[src/rtl/sobel_pkg.sv]
package sobel_pkg;

    // Field and register widths
    localparam int PIX_W   = 8;
    localparam int CFG_W   = 12;
    localparam int THR_W   = 8;
    localparam int ROW_W   = 12;
    localparam int GRAD_W  = 11;
    localparam int SQ_W    = 20;
    localparam int SUM_W   = 21;
    localparam int MAG_W   = 8;
    localparam int WIN_N   = 9;

    // Queue between front and back
    localparam int QUEUE_DEPTH = 2;

    // Configuration register indexes
    localparam logic [1:0] CFG_LINE_WIDTH     = 2'd0;
    localparam logic [1:0] CFG_FRAME_HEIGHT   = 2'd1;
    localparam logic [1:0] CFG_EDGE_THRESHOLD = 2'd2;

    // Reset values of the configuration registers
    localparam logic [CFG_W-1:0] RST_LINE_WIDTH     = 12'd640;
    localparam logic [CFG_W-1:0] RST_FRAME_HEIGHT   = 12'd480;
    localparam logic [THR_W-1:0] RST_EDGE_THRESHOLD = 8'd100;

    localparam logic [PIX_W-1:0] EDGE_ON  = 8'd255;
    localparam logic [PIX_W-1:0] EDGE_OFF = 8'd0;

    typedef struct packed {
        logic [CFG_W-1:0] line_width;
        logic [CFG_W-1:0] frame_height;
        logic [THR_W-1:0] edge_threshold;
    } t_cfg;

    // One window beat: w[0..8] row-major, top line first
    typedef struct packed {
        logic [WIN_N-1:0][PIX_W-1:0] win;
        logic                        last;
    } t_win_beat;

    typedef struct packed {
        logic full;
        logic empty;
    } t_queue_status;

endpackage

[src/rtl/sobel_back.sv]
module sobel_back
    import sobel_pkg::*;
(
    input  logic             i_clk,
    input  logic             i_rst_n,
    input  t_cfg             i_cfg,
    input  t_queue_status    i_q_status,
    input  t_win_beat        i_pop_data,
    output logic             o_pop,
    output logic             o_out_valid,
    input  logic             i_out_stall,
    output logic [PIX_W-1:0] o_edge_pixel,
    output logic [MAG_W-1:0] o_magnitude,
    output logic             o_frame_last
);

    typedef enum logic [2:0] {
        B_IDLE,
        B_SQR,
        B_SUM,
        B_ROOT,
        B_OUT
    } t_back_state;

    t_back_state              r_state;
    logic signed [GRAD_W-1:0] r_gh;
    logic signed [GRAD_W-1:0] r_gv;
    logic [SQ_W-1:0]          r_sq_h;
    logic [SQ_W-1:0]          r_sq_v;
    logic [SUM_W-1:0]         r_rem;
    logic [SUM_W-1:0]         r_root;
    logic [SUM_W-1:0]         r_bit;
    logic                     r_last;

    logic [GRAD_W-1:0]        gh_pos, gh_neg, gv_pos, gv_neg;
    logic signed [GRAD_W-1:0] gh;
    logic signed [GRAD_W-1:0] gv;
    logic signed [2*GRAD_W-1:0] sq_h_full;
    logic signed [2*GRAD_W-1:0] sq_v_full;
    logic [SUM_W:0]           trial;
    logic [SUM_W-1:0]         n_rem;
    logic [SUM_W-1:0]         n_root;
    logic [MAG_W-1:0]         mag;

    assign o_pop = (r_state == B_IDLE) && !i_q_status.empty;

    // Form the Sobel sums from the window
    always_comb begin
        gh_pos = GRAD_W'(i_pop_data.win[0]) + (GRAD_W'(i_pop_data.win[1]) << 1)
                 + GRAD_W'(i_pop_data.win[2]);
        gh_neg = GRAD_W'(i_pop_data.win[6]) + (GRAD_W'(i_pop_data.win[7]) << 1)
                 + GRAD_W'(i_pop_data.win[8]);
        gv_pos = GRAD_W'(i_pop_data.win[0]) + (GRAD_W'(i_pop_data.win[3]) << 1)
                 + GRAD_W'(i_pop_data.win[6]);
        gv_neg = GRAD_W'(i_pop_data.win[2]) + (GRAD_W'(i_pop_data.win[5]) << 1)
                 + GRAD_W'(i_pop_data.win[8]);
        gh     = $signed(gh_pos) - $signed(gh_neg);
        gv     = $signed(gv_pos) - $signed(gv_neg);
    end

    assign sq_h_full = r_gh * r_gh;
    assign sq_v_full = r_gv * r_gv;

    // One step of the digit-by-digit square root
    always_comb begin
        trial = {1'b0, r_root} + {1'b0, r_bit};
        if ({1'b0, r_rem} >= trial) begin
            n_rem  = r_rem - trial[SUM_W-1:0];
            n_root = (r_root >> 1) + r_bit;
        end else begin
            n_rem  = r_rem;
            n_root = r_root >> 1;
        end
        mag = n_root[MAG_W+2:3];
    end

    // Sequence gradient, squares, root and result beat
    always_ff @(posedge i_clk) begin
        if (!i_rst_n) begin
            r_state     <= B_IDLE;
            o_out_valid <= 1'b0;
        end else begin
            unique case (r_state)
                B_IDLE: begin
                    if (o_pop) begin
                        r_gh    <= gh;
                        r_gv    <= gv;
                        r_last  <= i_pop_data.last;
                        r_state <= B_SQR;
                    end
                end
                B_SQR: begin
                    r_sq_h  <= SQ_W'(sq_h_full);
                    r_sq_v  <= SQ_W'(sq_v_full);
                    r_state <= B_SUM;
                end
                B_SUM: begin
                    r_rem   <= SUM_W'(r_sq_h) + SUM_W'(r_sq_v);
                    r_root  <= '0;
                    r_bit   <= SUM_W'(1) << (SUM_W - 1);
                    r_state <= B_ROOT;
                end
                B_ROOT: begin
                    r_rem  <= n_rem;
                    r_root <= n_root;
                    r_bit  <= r_bit >> 2;
                    if (r_bit[0]) begin
                        o_magnitude  <= mag;
                        o_edge_pixel <= (mag >= i_cfg.edge_threshold) ? EDGE_ON : EDGE_OFF;
                        o_frame_last <= r_last;
                        o_out_valid  <= 1'b1;
                        r_state      <= B_OUT;
                    end
                end
                B_OUT: begin
                    if (!i_out_stall) begin
                        o_out_valid <= 1'b0;
                        r_state     <= B_IDLE;
                    end
                end
                default: r_state <= B_IDLE;
            endcase
        end
    end

endmodule

[config.mk]
export PLATFORM = sky130hd
export DESIGN_NAME = sobel_back
export DESIGN_NICKNAME = d
export VERILOG_FILES = /design/src/rtl/sobel_pkg.sv /design/src/rtl/sobel_back.sv
export SDC_FILE = /design/constraint.sdc
export NUM_CORES = 1
export LEC_CHECK = 0
export ABC_AREA = 1
export BUFFER_PORTS_ARGS = -buffer_cell sky130_fd_sc_hd__buf_4
export CAP_MARGIN = 40
export CORE_MARGIN = 2
export CORE_UTILIZATION = 40
export CTS_BUF_LIST = sky130_fd_sc_hd__clkbuf_4
export DETAILED_ROUTE_END_ITERATION = 12
export SYNTH_ARGS = -nofsm -noshare
export SYNTH_HDL_FRONTEND = slang
export SYNTH_SLANG_ARGS = --single-unit
[constraint.sdc]
create_clock -name i_clk -period 11.05 [get_ports i_clk]
set_input_delay 1.6575 -clock i_clk [delete_from_list [all_inputs] [get_ports i_clk]]
set_output_delay 1.6575 -clock i_clk [all_outputs]
set_load 0.05 [all_outputs]
== Word-level counts from Yosys, hierarchy flattened ==
Cells that the tools add are included.
Operators by class
  $add $sub $neg: 14
  multiply operators: 2
  order comparisons: 2
  equality and inequality tests: 8
  multiplexer cells: 13
  reduce and logical (&&, ||, !) cells: 12
Operators with widths (number)
  case mux 21 bit (2 select lines): 3
  adder 10 x 8 -> 11 bit: 4
  2-to-1 mux 21 bit: 2
  adder 8 x 9 -> 10 bit: 4
  multiplier 11 x 11 -> 20 bit: 2
  adder 21 x 21 -> 22 bit: 1
  greater-or-equal comparator 21 x 22 -> 1 bit: 1
  subtractor 11 bit: 2
  adder 20 x 20 -> 21 bit: 1
  adder 20 x 21 -> 21 bit: 1
  subtractor 21 bit: 1
  case mux 3 bit (5 select lines): 1
  AND reduction 3 bit: 5
  2-to-1 mux 3 bit: 3
  greater-or-equal comparator 8 bit: 1
  2-to-1 mux 8 bit: 1
  != test 2 bit (second input constant): 4
  == test 3 x 2 -> 1 bit (second input constant): 2
  AND reduction 2 bit: 2
  nonzero test 2 bit: 2
  == test 3 x 1 -> 1 bit (second input constant): 1
  == test 3 bit (second input constant): 1
  zero test 3 bit: 1
  2-to-1 mux 1 bit: 2
  other kinds (3): 3
Word-level totals
  flip-flop bits (word level): 147
  input port bits: 110
  word-level logic and storage cells: 64

== Longest topological paths before layout ==
  depth after elaboration: 5
  mapped depth: 32
  gate-level depth less buffers: 32

== Least setup slack after synthesis ==
Ideal clock, no wire load.
  kind: register to register
  start point: register r_gv[10]
  end point: register r_sq_v[16], data pin
  library setup time: 264 ps
  data arrival time: 4723 ps
  slack: 6064 ps
  stages on the path, launching flop included: 16
  path buffers: 1
  clock period less this slack: 4986 ps
  path through: edfxtp_1 -> clkbuf_1 -> nand2_1 -> fa_1 -> inv_1 -> fa_1 -> fa_1 -> inv_1 -> fa_1 -> inv_1 -> fa_1 -> ha_1 -> nand2_1 -> o41ai_1 -> a31oi_1 -> xor2_1
On the way
  word-level cells in the longest chain between the ends: 1
Ends and longest elaborated chain
  from (decl): line sobel_back.sv:27  | logic signed [GRAD_W-1:0] r_gv;
  from (signal assigned): line sobel_back.sv:87  | r_gv <= gv;
  multiplier 11 x 11 -> 20 bit: line sobel_back.sv:62  | assign sq_v_full = r_gv * r_gv;
  via sq_v_full[16]: line sobel_back.sv:39  | logic signed [2*GRAD_W-1:0] sq_v_full;
  to (signal assigned): line sobel_back.sv:94  | r_sq_v <= SQ_W'(sq_v_full);
  to (decl): line sobel_back.sv:29  | logic [SQ_W-1:0] r_sq_v;
The timed path passes the listed nets, and every way through them passes these cells.
A chain may end at the register's enable or synchronous reset.

== Worst setup path in the final report ==
Ends and elaborated chain as after synthesis.

==> run summary <==
RUN STATUS
------------------------------------------------------------------------------------
Status                                                                  finished clean

YOSYS
------------------------------------------------------------------------------------
Dominant cell by count in the synthesized netlist                              inv_1
Commonest cells in the netlist                                          inv_1 (520), nand2_1 (368), fa_1 (254)
Combined area of all synthesized cells                                     18300 µm²
Average footprint of a synthesized cell                                     8.67 µm²
Main area contributors after synthesis                                  fa_1 (28%), edfxtp_1 (20%), ha_1 (12%), inv_1 (11%), nand2_1 (7.5%)
Number of nets in the synthesized netlist                                       2655
Seq/Total Area, Yosys                                                          20.7%
Post-synth top area share                                                      27.7%
Biggest area consumer among synthesized cells                                   fa_1
Number of storage elements in the synthesis netlist                              128
YS warnings                                                                        0
Number of enable flip-flop cells after synthesis                                 124
Prevailing post-synth register cell                                         edfxtp_1
Distinct cell type count of the synthesized netlist                               54
Instance count of the mapped netlist                                            2114
Share of flip-flops with an asynchronous set or reset after synthesis             0%

MIN PATH
------------------------------------------------------------------------------------
Hold/Removal Path Class                                                 flip-flop to flip-flop
Hold Crit Start                                                         r_last$_DFFE_PP_

GLOBAL ROUTE
------------------------------------------------------------------------------------
Number of antenna violations at the first check in global routing                  1
Global-route wire length before repair                                      68200 µm
Maximum number of pins on one net before global-route repair                      43
Total congestion overflow                                                          0
Via count of the first global-routing pass                                     14100
Tot GR Track Use                                                               18.0%

CLOCKING
------------------------------------------------------------------------------------
Buffers inserted during post-CTS setup optimization                                0
TritonCTS clock tree                                                           built
Number of resized instances in the post-cts repair step                            0
Clk_lat worst skew                                                           0.61 ns
Clock Sinks                                                                      128
Total number of H-tree levels                                                      4
Clock-pin slew on the worst setup and hold paths                             0.13 ns
Maximum buffer depth of the clock tree                                             2
Clock buffer count from CTS                                                       17
Cell at the root of the clock tree                                          clkbuf_4
Hold-fix buffer count after cts                                                    0

TIMING
------------------------------------------------------------------------------------
Share of the clock period used by the worst path                               50.5%
Slew Limit Headroom                                                            54.6%
Final count of negative-setup-slack endpoints                                      0
Min cycle time layout                                                        5.58 ns
Total Neg Setup Slack                                                           0 ns
Achievable clock frequency                                                 0.179 GHz
Final-report hold violation count                                                  0
Setup repair after global routing missed its margin                            false
Worst setup skew after layout                                              0.0305 ns
Slew Viols, Final                                                                  0
Worst Tran Pin Value                                                        0.682 ns

DIE
------------------------------------------------------------------------------------
Core area                                                                  45300 µm²
Initial core utilization                                                       40.5%
FP Rows                                                                           78
Die span in y                                                                 218 µm
DIE AREA                                                                   47600 µm²
Chip width                                                                    218 µm
Top-Level Pins                                                                   129

SETUP PATH
------------------------------------------------------------------------------------
Setup Crit Path Kind                                                    flip-flop to flip-flop
Critical path peak fanout                                                         15
Arrival @ worst endpoint                                                     5.91 ns
Register-to-register setup slack                                             5.47 ns
CP peak stage delay                                                          0.74 ns
Capturing instance or port of the critical path                         r_sq_v[16]$_DFFE_PP_
WP depth                                                                          13
Worst R2R Path Depth                                                              13
Worst setup path startpoint                                             r_gv[10]$_DFFE_PP_
Cell with the largest stage delay on the worst path                         edfxtp_1
Dominant delay contributor by cell family on the critical path           adder cells
CP Capture Type                                                            flip-flop
CP cell instances                                                       inv_1, or2_2, fa_1, inv_1, fa_1, fa_1, fa_1, fa_1, ha_1, nand2_1, o41ai_1, a31oi_1, xor2_1
Worst endpoint required time                                                11.39 ns
Reg-to-reg critical path endpoint                                       r_sq_v[16]$_DFFE_PP_
Cell seen most often among critical-path stages                                 fa_1
Buffers and inverters on the worst path                                            2
Worst setup SP type                                                        flip-flop
Startpoint of the most critical register-to-register path               r_gv[10]$_DFFE_PP_

ROUTE
------------------------------------------------------------------------------------
Via density per instance                                                        4.85
DRC viols                                                                          0
First-pass iteration count of the detailed router                                  5
Detail-routed net length per standard cell                                   14.5 µm
Count of antenna-violating nets left after detailed routing                        0
Total number of vias                                                           13600
Total wirelength of the detailed-routed design                              40600 µm
Detailed router's first-iteration violation count                                772

PLACE
------------------------------------------------------------------------------------
PortBufs                                                                          95
Routability congestion estimate                                                0.904
Final HPWL DP                                                               33600 µm

FINISH
------------------------------------------------------------------------------------
Area growth, synth to finish                                                   9.06%
Post-layout nets                                                                2733
Layout cells sized above 1                                                     7.66%

RUN
------------------------------------------------------------------------------------
Number of max-capacitance violations reported                                      0

[worst min path at each step]
stage | end | slack, ns | cells past startpoint
after CTS | o_frame_last$_DFFE_PP_ | 0.44 | 0
after detailed placement | o_frame_last$_DFFE_PP_ | 0.41 | 0
after floorplan | o_frame_last$_DFFE_PP_ | 0.40 | 0
after global placement | o_frame_last$_DFFE_PP_ | 0.40 | 0
after global routing | o_frame_last$_DFFE_PP_ | 0.45 | 0
final | o_frame_last$_DFFE_PP_ | 0.44 | 0
[state kept, by name, indices dropped and copies added (netlist names)]
signal and count:
o_edge_pixel 1, o_frame_last 1, o_magnitude 8, o_out_valid 1, r_bit 11, r_gh 11, r_gv 11, r_last 1
r_rem 21, r_root 21, r_sq_h 19, r_sq_v 19, r_state 3
[worst register-to-register path, stage by stage (launching register included)]
cell and delay [ns]:
edfxtp_1 0.74, inv_1 0.24, or2_2 0.34, fa_1 0.53, inv_1 0.06, fa_1 0.50, fa_1 0.52, fa_1 0.51
fa_1 0.48, ha_1 0.35, nand2_1 0.10, o41ai_1 0.55, a31oi_1 0.19, xor2_1 0.20
[cells by family after synthesis]
family / share of synthesized area (%)
adders and majority gates: 39.8
AOI/OAI and AO/OA: 8.24
DFF: 20.7
buffers and inverters: 11.8
and+or+nand+nor: 13.7
muxes: 0.0614
xor gates and xnor gates: 5.59
[routing by layer]
metal / global-route usage [%] / wire length, µm / vias to the layer above / part of all wire [%]
met5: 0 / 0 / - / 0
met4: 3.70 / 530 / 0 / 1.3
met3: 3.76 / 1890 / 34 / 4.7
met2: 31.7 / 20400 / 233 / 50
met1: 22.7 / 17800 / 6600 / 44
li1: - / - / 6731 / -
[placed cells by master (no fill, tap or decap), types with 4 or more instances in the layout]
cell type,count
o21a_1,5
and2_1,4
dfxtp_1,4
a21o_1,7
or2_2,9
nor2_2,5
buf_4,102
ha_1,177
nand2_1,368
nand3_1,50
fa_1,254
inv_1,520
nand4_1,29
xor2_1,62
xnor2_1,55
clkinv_4,4
nor3_1,14
nand2_2,6
a21oi_1,130
clkbuf_4,19
edfxtp_1,124
o31ai_1,4
a31oi_1,13
nor2_1,101
o21ai_0,76
o21bai_1,5
o21ai_1,6
[layout make-up]
type,count,area (µm²)
diodes,1,2.50
well taps,600,751
inverters,522,1960
repair buffers,103,786
clock inverters,13,163
flip-flops and latches,128,3800
clock buffers,19,143
multi-input cells,1420,12400
fillers,4479,25300
[metrics by stage]
stage          instances  hold slack [ns]  setup slack, ns  utilization, %  instance area, µm²
2_1_floorplan       2114            0.400             6.06               -               18300
3_3_place_gp        2771            0.402             5.57            43.4               19700
3_5_place_dp        2772            0.412             5.47            43.5               19700
4_1_cts             2804            0.445             5.44            44.1               20000
5_1_grt             2806            0.449             5.14            44.2               20000
6_report            2806            0.439             5.47            44.2               20000
Power is not shown: default switching activity piles up to over one toggle a cycle in this logic, so the estimate is an artifact.
