--- config.mk ---
export PLATFORM = sky130hd
export DESIGN_NAME = sobel_queue
export DESIGN_NICKNAME = d
export VERILOG_FILES = /design/src/rtl/sobel_pkg.sv /design/src/rtl/sobel_queue.sv
export SDC_FILE = /design/constraint.sdc
export NUM_CORES = 1
export LEC_CHECK = 0
export ABC_AREA = 1
export BUFFER_PORTS_ARGS = -buffer_cell sky130_fd_sc_hd__buf_4
export CORE_MARGIN = 2
export CORE_UTILIZATION = 30
export DETAILED_ROUTE_END_ITERATION = 6
export GPL_TIMING_DRIVEN = 1
export PLACE_DENSITY = 0.52
export RECOVER_POWER = 50
export SYNTH_ARGS = -nofsm -noshare
export SYNTH_HDL_FRONTEND = slang
export SYNTH_SLANG_ARGS = --single-unit
--- constraint.sdc ---
create_clock -name i_clk -period 6.7 [get_ports i_clk]
set_clock_uncertainty 0.15 [all_clocks]
set_input_delay 1.005 -clock i_clk [delete_from_list [all_inputs] [get_ports i_clk]]
set_output_delay 1.005 -clock i_clk [all_outputs]
set_load 0.02 [all_outputs]
--- src/rtl/sobel_pkg.sv ---
package sobel_pkg;

    // Field and register widths
    localparam int PIX_W   = 8;
    localparam int CFG_W   = 12;
    localparam int THR_W   = 8;
    localparam int ROW_W   = 12;
    localparam int GRAD_W  = 11;
    localparam int SQ_W    = 20;
    localparam int SUM_W   = 21;
    localparam int MAG_W   = 8;
    localparam int WIN_N   = 9;

    // Queue between front and back
    localparam int QUEUE_DEPTH = 2;

    // Configuration register indexes
    localparam logic [1:0] CFG_LINE_WIDTH     = 2'd0;
    localparam logic [1:0] CFG_FRAME_HEIGHT   = 2'd1;
    localparam logic [1:0] CFG_EDGE_THRESHOLD = 2'd2;

    // Reset values of the configuration registers
    localparam logic [CFG_W-1:0] RST_LINE_WIDTH     = 12'd640;
    localparam logic [CFG_W-1:0] RST_FRAME_HEIGHT   = 12'd480;
    localparam logic [THR_W-1:0] RST_EDGE_THRESHOLD = 8'd100;

    localparam logic [PIX_W-1:0] EDGE_ON  = 8'd255;
    localparam logic [PIX_W-1:0] EDGE_OFF = 8'd0;

    typedef struct packed {
        logic [CFG_W-1:0] line_width;
        logic [CFG_W-1:0] frame_height;
        logic [THR_W-1:0] edge_threshold;
    } t_cfg;

    // One window beat: w[0..8] row-major, top line first
    typedef struct packed {
        logic [WIN_N-1:0][PIX_W-1:0] win;
        logic                        last;
    } t_win_beat;

    typedef struct packed {
        logic full;
        logic empty;
    } t_queue_status;

endpackage

--- src/rtl/sobel_queue.sv ---
module sobel_queue
    import sobel_pkg::*;
(
    input  logic          i_clk,
    input  logic          i_rst_n,
    input  logic          i_push,
    input  t_win_beat     i_push_data,
    input  logic          i_pop,
    output t_win_beat     o_pop_data,
    output t_queue_status o_status
);

    localparam int PTR_W = (QUEUE_DEPTH > 1) ? $clog2(QUEUE_DEPTH) : 1;
    localparam int CNT_W = $clog2(QUEUE_DEPTH + 1);

    t_win_beat        r_slot [QUEUE_DEPTH];
    logic [PTR_W-1:0] r_wr_ptr;
    logic [PTR_W-1:0] r_rd_ptr;
    logic [CNT_W-1:0] r_count;

    logic do_push;
    logic do_pop;

    assign o_status.full  = (r_count == CNT_W'(QUEUE_DEPTH));
    assign o_status.empty = (r_count == '0);
    assign do_push        = i_push && !o_status.full;
    assign do_pop         = i_pop && !o_status.empty;
    assign o_pop_data     = r_slot[r_rd_ptr];

    // Advance pointers and count
    always_ff @(posedge i_clk) begin
        if (!i_rst_n) begin
            r_wr_ptr <= '0;
            r_rd_ptr <= '0;
            r_count  <= '0;
        end else begin
            if (do_push) begin
                r_wr_ptr <= (r_wr_ptr == PTR_W'(QUEUE_DEPTH - 1)) ? '0 : r_wr_ptr + 1'b1;
            end
            if (do_pop) begin
                r_rd_ptr <= (r_rd_ptr == PTR_W'(QUEUE_DEPTH - 1)) ? '0 : r_rd_ptr + 1'b1;
            end
            unique case ({do_push, do_pop})
                2'b10:   r_count <= r_count + 1'b1;
                2'b01:   r_count <= r_count - 1'b1;
                default: r_count <= r_count;
            endcase
        end
    end

    // Hold the beat payload
    always_ff @(posedge i_clk) begin
        if (do_push) begin
            r_slot[r_wr_ptr] <= i_push_data;
        end
    end

endmodule

# After elaboration in Yosys (flattened, before gate mapping)
# Memory sizes are Yosys's and may differ from the RTL's. A register that Yosys moved wholly into a read port is not among the register bits.
# Index checks and enable logic that the tools add are counted.
# classes
muxes,7
n_eq_ne,3
n_shift,0
magnitude_cmp,0
bitwise_logic,0
reduce_logical,6
add_sub_neg,4
div,0
n_mul,0
# ops
op,n
2-to-1 mux 1 bit,6
== test 2 bit (second input constant),2
case mux 2 bit (2 select lines),1
adder 1 bit (second input constant),2
adder 2 x 1 -> 2 bit (second input constant),1
== test 2 x 1 -> 1 bit (second input constant),1
logical AND 1 bit,2
logical NOT 1 bit,2
logical NOT 2 bit,1
nonzero test 2 bit,1
subtractor 2 x 1 -> 2 bit (second input constant),1
# totals
input_bits,77
latch_bits,0
rom_bits,0
mem_count,1
output_inout_bits,75
ram_bits,146
ff_bits,4
elab_cells,24
# mem_list
memory,words,width,rd,rd_ports_with_merged_regs,write_ports,line,text
r_slot,2,73,1,1,1,sobel_queue.sv:16,t_win_beat r_slot [QUEUE_DEPTH];

# Logic depth before layout (Yosys ltp)
# Gate-level depths: netlist (run 1).
# logic_depth
word_depth,5
depth_mapped,10
ltp_nobuf,10

# Least setup slack after synthesis (run 1)
# OpenSTA, ideal clock, no wires.
# synth_path
kind,input-to-reg
startpoint,input i_push
endpoint,memory r_slot[0][0] (netlist name) (enable)
path_buffers,0
path_slack_ps,1742
path_stages,4
t_required_ps,6046
t_arrival_ps,4304
path_cell_list,inv_1 > nor2_1 > inv_1 > nor2_1
# synth_between
elab_chain_cells,3
# synth_lines
element,line,text
start: declaration,sobel_queue.sv:6,"input logic i_push,"
logical AND 1 bit,sobel_queue.sv:26,assign do_push = i_push && !o_status.full;
2-to-1 mux 1 bit,sobel_queue.sv:53,if (do_push) begin
2-to-1 mux 1 bit (not written as such),sobel_queue.sv:54,r_slot[r_wr_ptr] <= i_push_data;
end: declaration,sobel_queue.sv:16,
# Every way passes these cells.

# Worst setup path in the final report (run 1)
# layout_path
startpoint,input i_push
endpoint,memory r_slot[1][26] (netlist name) (enable)
# Same word-level chain as after synthesis.

==> impl_metrics.csv, run 1 <==
group,metric,value,unit
status,run_status,"finished, violations left",
status,violations,"max-capacitance violations, max-slew violations",
sta,min_period_over_period,0.543,
layout,seq_area,4490,um^2
power_and_ir_drop,p_comb_frac,0.231,
power_and_ir_drop,power_switching,0.706,mW
cts,clk_path_buf_depth,2,
power_and_ir_drop,peakVddDrop,0.189,mV
synth,yosys-top-cells-count,"146 x edfxtp_1, 70 x mux2_4, 12 x nor2_1",
cts,cts_resized,0,
global_routing,grt_pass1_vias,3082,
setup_path,critPathSlowestCell,"clkinvlp_2",
place,placed_cells,678,
global_routing,grt_max_degree,42,
global_routing,grt_overflow,0,
layout,nNetsFinal,510,
place,dp_slack,3240,ps
layout,stdcell_count,710,
synth,syn_nets,345,
power_and_ir_drop,pwr-share-seq,0.445,
synth,synth_flop_cell,"edfxtp_1",
floorplan,core,19300,um^2
place,gp_congestion,0.695,
cts,clock_latency,410,ps
detailed_routing,drcViolationCount,0,
power_and_ir_drop,pwr_density_cell,354,nW/um^2
sta,max_slew_margin,-0.240,
place,dpl.hpwl,7080,um
synth,yosysTopAreaCellShare,0.747,
global_routing,grt.total_usage,0.106,
detailed_routing,dr.pass1.iters,5,
setup_path,crit_fanout,40,
layout,n_fill_cell,1794,
power_and_ir_drop,p_int,2.00,mW
sta,drv_slew,41,
detailed_routing,wl_met1,4280,um
cts,cts-root-buf,"clkbuf_16",
synth,synth_area,5870,um^2
detailed_routing,drtIter0Drc,136,
floorplan,die_h,144,um
setup_path,path_delay_family,"buffers and inverters",
sta,hold_viol,0,
detailed_routing,wl_per_cell,15.1,um
synth,async_flop_share,0,
detailed_routing,via_count,2835,
floorplan,dieArea,20700,um^2
synth,synth_cell_types,15,
setup_path,start_kind,"input port",
cts,cts.sinks,151,
detailed_routing,wl,10700,um
sta,tightestPinTransition,1850,ps
layout,drive_gt1_frac,0.501,
synth,synth-seq-cells,151,
setup_path,timing.critical_path.slowest_cell_delay,1410,ps
power_and_ir_drop,power,2.71,mW
setup_path,worst-path-buf-inv,4,
power_and_ir_drop,power_frac_clock,0.324,
cts,tritoncts,"done",
cts,ctsHoldBuffers,0,
detailed_routing,ant_nets,0,
floorplan,dieWidth,144,um
sta,fmax,275,MHz
cts,path_clk_slew,60,ps
layout,antenna_cells,0,
sta,fin_crit,3640,ps
synth,syn-instance-count,267,
place,portBuffers,151,
global_routing,grt_pass1_wl,16000,um
worst_hold_path,hold_path_class,"flop to flop",
sta,finalSetupViolations,0,
synth,syn_area_per_cell,22.0,um^2
layout,multiInputGateArea,1200,um^2
synth,yosysWarnings,0,
setup_path,r2r_setup_slack,3190,ps
detailed_routing,via_per_inst,3.99,
global_routing,antenna_found_initial,0,
setup_path,path_cells,"clkbuf_4 > inv_1 > nor2_1 > nand2_1 > clkinvlp_2 > buf_4",
flow_run,cap_violations,1,
detailed_routing,route.met2.wl,5420,um
detailed_routing,top_layer_used,"met4",
synth,synth_edf_count,146,
sta,fin_tns_setup,0,ps
synth,yosys-top-cells-area,"edfxtp_1 75%, mux2_4 18%, buf_12 2.4%",
setup_path,required,6650,ps
detailed_routing,wl_met3,836,um
synth,yosysMostFrequentCell,"edfxtp_1",
power_and_ir_drop,switching_share,0.261,
setup_path,worstSetupPathType,"input port to flop",
setup_path,worstSetupEndpointType,"flop",
cts,numCtsBuffers,17,
cts,cts_htree_levels,4,
sta,finalWorstSetupSlack,3060,ps
layout,syn2layout_area_growth,30.3,%
sta,rsz0062_at_grt,"no",
synth,yosysSeqAreaShare,0.764,
cts,post_cts_buffers,0,
power_and_ir_drop,power_leakage,2.90,nW
floorplan,initial_core_util,0.304,
floorplan,ios,152,
floorplan,fp-row-count,51,
setup_path,arrival,3580,ps
synth,yosysTopAreaCell,"edfxtp_1",
-- through the flow --
step	area, um^2	utilization	hold slack [ps]
after floorplan	5870	-	302
after global placement	7220	0.373	326
after detailed placement	7220	0.373	331
after CTS	7760	0.402	356
after global routing	7650	0.396	378
final	7650	0.396	355
-- metal layers --
| metal | vias to the layer above | GRT usage |
|---|---|---|
| li1 | 1358 | - |
| met1 | 1369 | 0.120 |
| met2 | 96 | 0.175 |
| met3 | 12 | 0.0427 |
| met4 | 0 | 0.0511 |
| met5 | - | 0 |
-- sequential cells by signal, indices dropped and copies added, names as in the netlist, named ones only --
signal and count:
r_count 2, r_wr_ptr 1, r_rd_ptr 1, r_slot 146
-- power by group through the flow --
stage          clock [mW]  combinational [mW]  sequential, mW
4_1_cts             0.909               0.654            1.21
2_1_floorplan           0               0.463            1.20
3_5_place_dp            0               0.652            1.23
5_1_grt             0.954               0.671            1.22
6_report            0.879               0.627            1.21
3_3_place_gp            0               0.647            1.22
-- kinds of logic (layout without fill, tap and decap cells) --
logic type / count (synthesis) / count (layout) / share of synthesized area
flip-flops: 151 / 151 / 0.764
multiplexers: 73 / 73 / 0.185
AND/OR/NAND/NOR: 23 / 23 / 0.0158
buffers and inverters: 17 / 195 / 0.0315
AO/OA/AOI/OAI: 2 / 2 / 0.00170
adder cells (fa/ha/maj): 1 / 1 / 0.00213
-- area by class of cell --
cell class | instances | area share
Tap cell | 265 | 0.0434
Sequential cell | 151 | 0.587
Inverter | 9 | 0.00458
Multi-Input combinational cell | 99 | 0.158
Clock buffer | 19 | 0.0566
Clock inverter | 13 | 0.0147
Timing Repair Buffer | 154 | 0.136
-- path summary, 6_finish.rpt --
kind	startpoint	end	depth (start not counted)
worst min-delay path	r_count[1]	r_count[1]	2
worst max-delay path	i_push	r_slot[1][26]	6
worst max register to register	r_count[1]	r_slot[1][26]	6
worst min register to register	r_count[1]	r_count[1]	2
-- worst min-delay path, stage by stage, from the launching register on --
cell and delay [ps]:
dfxtp_1 320, nor2_1 100, nor2_1 50
-- layout by cell type, fill, tap and decap left out --
cell	count
clkinvlp_4	1
clkinv_1	7
nand3_1	1
edfxtp_1	146
nor2_1	12
nand2_1	8
clkinv_2	2
o21ai_0	1
mux2_2	3
clkbuf_1	32
bufinv_16	2
clkinv_4	1
clkbuf_16	17
dfxtp_1	4
buf_4	79
nor2_4	1
dfxtp_4	1
ha_1	1
inv_1	8
a21oi_1	1
mux2_4	70
clkbuf_4	45
nand4_1	1
clkinvlp_2	1
No activity file was read; power rests on OpenSTA's default activity.
==> run 2: changes to the inputs <==
==> constraint.sdc (replaced) <==
create_clock -name i_clk -period 3.7 [get_ports i_clk]
set_clock_uncertainty 0.15 [all_clocks]
set_input_delay 0.555 -clock i_clk [delete_from_list [all_inputs] [get_ports i_clk]]
set_output_delay 0.555 -clock i_clk [all_outputs]
set_load 0.02 [all_outputs]
==> run 2 against run 1 <==
  * The run still ends with max-capacitance violations, max-slew violations left
  * Sequential power is 81% higher
  * Final area is 1.0% higher
  * Non-clock buffer count is 3 higher
  * Clock-buffer cell count is 2 higher
  * Sequential cell count stayed put
  * First-iteration DRC count is 32% lower
  * Via count is 2.9% higher
  * Largest cell class unchanged
==> impl_metrics.csv, run 2 (synthesis gave the netlist of run 1 again) <==
group,metric,value,unit
cts,post_cts_buffers,0,
floorplan,ios,152,
layout,final_util,0.400,
cts,cts_resized,0,
global_routing,grt_overflow,0,
detailed_routing,drcViolationCount,0,
setup_path,start_kind,"flop",
cts,cts-root-buf,"clkbuf_16",
cts,tritoncts,"done",
place,portBuffers,151,
setup_path,worstSetupEndpointType,"flop",
global_routing,grtUsageMet2,0.178,
flow_run,cap_violations,2,
cts,clk_path_buf_depth,2,
layout,regMostFlops,"r_slot",
floorplan,core,19300,um^2
global_routing,met3_usage,0.0450,
power_and_ir_drop,p_comb_frac,0.228,
floorplan,dieArea,20700,um^2
sta,drv_slew,100,
layout,final_common_cell,"edfxtp_1",
power_and_ir_drop,peakVddDrop,0.297,mV
layout,final_cell_mix,"146 x edfxtp_1, 81 x buf_4, 70 x mux2_4, 51 x clkbuf_4, 27 x clkbuf_1",
layout,antenna_cells,0,
detailed_routing,via_per_inst,4.09,
global_routing,grt_pass1_vias,3032,
setup_path,reg2reg_from,"r_count[0]",
worst_hold_path,hold_path_class,"input port to flop",
detailed_routing,drtIter0Drc,93,
detailed_routing,dr.pass1.iters,4,
setup_path,crit_start,"r_count[0]",
global_routing,antenna_found_initial,0,
setup_path,timing.rr.end,"r_slot[0][46]",
detailed_routing,via_count,2918,
sta,fin_tns_setup,0,ps
detailed_routing,wl,10600,um
power_and_ir_drop,pwr_density_cell,647,nW/um^2
place,post_dp_cell_area,7270,um^2
place,gp_congestion,0.734,
cts,cts_htree_levels,4,
floorplan,initial_core_util,0.304,
setup_path,worstSetupPathType,"flop to flop",
layout,reg.largest.list,"r_slot (146), r_count (2)",
global_routing,top_usage_layer,"met2",
setup_path,crit_end,"r_slot[0][46]",
status,violations,"max-capacitance violations, max-slew violations",
sta,max_slew_margin,-0.342,
sta,hold_viol,0,
detailed_routing,wl_per_cell,14.8,um
cts,numCtsBuffers,17,
detailed_routing,ant_nets,0,
layout,stdcell_count,713,
sta,fin_crit,2890,ps
global_routing,grt_pass1_wl,15800,um
setup_path,r2r_setup_slack,810,ps
power_and_ir_drop,power_switching,1.28,mW
layout,drive_gt1_frac,0.520,
floorplan,fp-row-count,51,
place,dpl.hpwl,7070,um
sta,fmax,346,MHz
global_routing,grt_use_met1,0.115,
power_and_ir_drop,power_leakage,2.96,nW
floorplan,dieWidth,144,um
status,run_status,"finished, violations left",
floorplan,die_h,144,um
sta,rsz0062_at_grt,"no",
layout,syn2layout_area_growth,31.6,%
layout,post-route-cell-area,7730,um^2
cts,ctsHoldBuffers,0,
setup_path,crit_fanout,34,
global_routing,grt_max_degree,65,
sta,finalSetupViolations,0,
cts,clock_latency,410,ps
global_routing,grt.total_usage,0.105,
power_and_ir_drop,p_int,3.72,mW
power_and_ir_drop,pwr-share-seq,0.438,
setup_path,worstRegToRegCells,5,
power_and_ir_drop,power_frac_clock,0.334,
cts,path_clk_slew,60,ps
sta,tightestPinTransition,2010,ps
place,placed_cells,681,
sta,min_period_over_period,0.781,
power_and_ir_drop,switching_share,0.256,
cts,cts.sinks,151,
worst_hold_path,min_from,"i_push_data[68]",
setup_path,required,3550,ps
layout,largest_reg_flops,146,
layout,nNetsFinal,513,
setup_path,arrival,2730,ps
## run 2: changes by cell type in the layout (fill, tap and decap cells not counted), sizes merged
| cell | change |
|---|---|
| buf | +4 |
| clkinv | -3 |
| bufinv | +1 |
| clkbuf | +1 |
## run 2: power by group through the flow
stage	clock [mW]	combinational, mW	sequential (mW)
floorplan	0	0.839	2.17
global placement	0	1.18	2.22
detailed placement	0	1.19	2.22
CTS	1.73	1.19	2.19
global route	1.80	1.22	2.21
finish	1.67	1.14	2.19
## run 2: cell type report
class | count | area, um^2
clock buffers | 21 | 440
clock inverters | 11 | 131
fillers | 1811 | 11600
inverters | 9 | 35.0
multi-input cells | 99 | 1200
flip-flops and latches | 151 | 4490
well taps | 265 | 332
repair buffers | 157 | 1100
## run 2: critical path, cell delays in order (launching register included)
cell and delay (ps):
dfxtp_1 380, nor2_1 90, nor2_1 160, inv_1 80, nor2_1 120, clkbuf_1 1450
## run 2: worst min-delay path by stage
stage	depth (start not counted)	endpoint	slack [ps]
after CTS	1	r_slot[0][5]	150
after floorplan	2	flop	300
final	1	r_slot[1][68]	190
after global placement	2	r_rd_ptr	320
after global routing	1	r_slot[0][15]	170
after detailed placement	2	flop	330
## run 2: through the flow
step,setup slack [ps],hold slack (ps),power (mW)
global placement,1330,318,3.40
finish,812,185,5.00
detailed placement,1300,330,3.41
CTS,844,145,5.11
global route,469,171,5.23
floorplan,419,302,3.01
## run 2: routing by layer
metal / vias up / routed length [um]
li1: 1365 / -
met1: 1444 / 4140
met2: 94 / 5470
met3: 15 / 779
met4: 0 / 164
met5: - / 0
==> run 3: changes to the inputs <==
--- a/config.mk
+++ b/config.mk
@@ -5,13 +5,13 @@
 export SDC_FILE = /design/constraint.sdc
 export NUM_CORES = 1
 export LEC_CHECK = 0
-export ABC_AREA = 1
+export ABC_AREA = 0
 export BUFFER_PORTS_ARGS = -buffer_cell sky130_fd_sc_hd__buf_4
 export CORE_MARGIN = 2
 export CORE_UTILIZATION = 30
 export DETAILED_ROUTE_END_ITERATION = 6
 export GPL_TIMING_DRIVEN = 1
-export PLACE_DENSITY = 0.52
+export PLACE_DENSITY = 0.55
 export RECOVER_POWER = 50
 export SYNTH_ARGS = -nofsm -noshare
 export SYNTH_HDL_FRONTEND = slang
==> constraint.sdc (replaced) <==
create_clock -name i_clk -period 2.5 [get_ports i_clk]
set_clock_uncertainty 0.15 [all_clocks]
set_input_delay 0.375 -clock i_clk [delete_from_list [all_inputs] [get_ports i_clk]]
set_output_delay 0.375 -clock i_clk [all_outputs]
set_load 0.02 [all_outputs]
==> run 3 against run 2 <==
  * The run now ends clean
  * Synthesized area down 6.6%
  * Combinational power up 120%
  * Synthesized cell count down 5.2%
  * Total power up 72%
  * Via count up 6.0%
  * Clock-buffer cell count down 4
  * Critical path type is now flop to primary output
==> impl_metrics.csv, run 3 <==
group,metric,value,unit
synth,syn-instance-count,253,
place,gp_congestion,0.708,
global_routing,grt_pass1_wl,17400,um
setup_path,reg2reg_from,"r_count[0]",
synth,synth_area,5480,um^2
detailed_routing,wl_per_cell,14.8,um
status,run_status,"finished, final reports clean",
sta,tightestPinTransition,656,ps
sta,hold_slack,56.4,ps
place,dpl.hpwl,6640,um
global_routing,grt.total_usage,0.118,
setup_path,required,1980,ps
synth,yosysWarnings,0,
layout,drive_gt1_frac,0.471,
sta,finalSetupViolations,0,
setup_path,arrival,1640,ps
cts,tritoncts,"done",
cts,clk_path_buf_depth,2,
sta,min_period_over_period,0.866,
floorplan,dieWidth,139,um
detailed_routing,drtIter0Drc,152,
detailed_routing,wl,10900,um
setup_path,worstRegToRegCells,3,
power_and_ir_drop,p_int,6.25,mW
detailed_routing,dr.pass1.iters,4,
cts,cts_htree_levels,4,
cts,path_clk_slew,60,ps
floorplan,die_h,139,um
worst_hold_path,min_from,"i_rst_n",
detailed_routing,via_count,3092,
cts,numCtsBuffers,17,
place,post_dp_cell_area,6990,um^2
synth,yosysTopAreaCell,"edfxtp_1",
sta,finalWorstSetupSlack,336,ps
synth,yosysMostFrequentCell,"edfxtp_1",
synth,synth_flop_cell,"edfxtp_1",
synth,syn_nets,331,
floorplan,fp-row-count,49,
layout,antenna_cells,0,
cts,cts.sinks,151,
cts,cts-root-buf,"clkbuf_16",
power_and_ir_drop,peakVddDrop,0.585,mV
sta,fin_crit,2160,ps
synth,async_flop_share,0,
layout,final_util,0.460,
worst_hold_path,holdPathStages,2,
floorplan,initial_core_util,0.305,
synth,synth-seq-cells,151,
power_and_ir_drop,power,8.61,mW
sta,fmax,462,MHz
power_and_ir_drop,p_comb_frac,0.297,
global_routing,grt_overflow,0,
floorplan,core,18000,um^2
cts,post_cts_buffers,0,
detailed_routing,ant_nets,0,
layout,reg.largest.list,"r_slot (146), r_count (2)",
cts,clock_latency,410,ps
power_and_ir_drop,power_leakage,3.02,nW
synth,yosys-top-cells-count,"146 x edfxtp_1, 73 x mux2_2, 8 x buf_2",
setup_path,start_kind,"flop",
floorplan,ios,152,
setup_path,worstSetupPathType,"flop to primary output",
layout,final_cell_mix,"146 x edfxtp_1, 76 x buf_4, 73 x mux2_2, 73 x dlygate4sd3_1, 54 x clkbuf_4",
power_and_ir_drop,pwr_density_cell,1040,nW/um^2
sta,rsz0062_at_grt,"no",
layout,nNetsFinal,573,
worst_hold_path,hold_path_class,"input port to flop",
sta,drv_slew,0,
power_and_ir_drop,power_switching,2.36,mW
global_routing,antenna_found_initial,0,
power_and_ir_drop,switching_share,0.274,
setup_path,crit_fanout,45,
power_and_ir_drop,pwr-share-seq,0.382,
global_routing,grt_pass1_vias,3460,
sta,max_slew_margin,0.562,
layout,syn2layout_area_growth,50.8,%
floorplan,dieArea,19400,um^2
flow_run,cap_violations,0,
place,portBuffers,151,
synth,yosys-top-cells-area,"edfxtp_1 80%, mux2_2 15%, dfxtp_1 1.8%",
setup_path,worstSetupEndpointType,"primary output",
cts,cts_resized,0,
power_and_ir_drop,power_frac_clock,0.321,
cts,ctsHoldBuffers,73,
synth,yosysTopAreaCellShare,0.800,
place,dp_slack,654,ps
layout,regMostFlops,"r_slot",
synth,syn_area_per_cell,21.7,um^2
layout,final_common_cell,"edfxtp_1",
sta,hold_viol,0,
layout,stdcell_count,734,
layout,largest_reg_flops,146,
synth,yosysSeqAreaShare,0.818,
global_routing,grt_max_degree,46,
detailed_routing,drcViolationCount,0,
layout,post-route-cell-area,8270,um^2
synth,synth_edf_count,146,
synth,synth_cell_types,18,
detailed_routing,via_per_inst,4.21,
sta,fin_tns_setup,0,ps
place,placed_cells,632,
==> run 3: kinds of logic after synthesis <==
logic type	synth area share
flip-flops	0.818
adder cells (fa/ha/maj)	0.00228
XOR/XNOR	0.00479
AO/OA/AOI/OAI	0.00593
AND/OR/NAND/NOR	0.00981
multiplexers	0.150
buffers and inverters	0.00936
==> run 3: per-layer routing <==
layer / vias up / share of wire / global-route usage / wire length (um)
met1: 1500 / 0.41 / 0.131 / 4460
met2: 97 / 0.52 / 0.205 / 5600
met3: 15 / 0.054 / 0.0383 / 589
met5: - / 0 / 0 / 0
met4: 0 / 0.019 / 0.0542 / 211
li1: 1480 / - / - / -
==> run 3: layout make-up <==
type / count / area (um^2)
flip-flops and latches: 151 / 4490
clock buffers: 17 / 425
multi-input cells: 91 / 952
inverters: 3 / 15.0
repair buffers: 231 / 1890
well taps: 229 / 287
clock inverters: 12 / 209
fillers: 1571 / 9690
==> run 3: worst paths after layout <==
path | endpoint | slack [ps]
max | o_pop_data[46] | 340
min | r_count[0] | 60
max reg2reg | r_slot[1][1] | 420
min reg2reg | r_wr_ptr | 360
==> run 3: critical path, stage by stage (launching register included) <==
cell and delay [ps]:
dfxtp_4 370, buf_12 240, mux2_2 400, buf_4 160
==> run 3: power groups by stage <==
| stage | logic [mW] | clock network [mW] | registers, mW |
|---|---|---|---|
| floorplan | 1.50 | 0 | 3.32 |
| global placement | 2.53 | 0 | 3.33 |
| detailed placement | 2.53 | 0 | 3.34 |
| CTS | 2.65 | 2.85 | 3.29 |
| global route | 2.73 | 2.95 | 3.32 |
| finish | 2.55 | 2.76 | 3.29 |
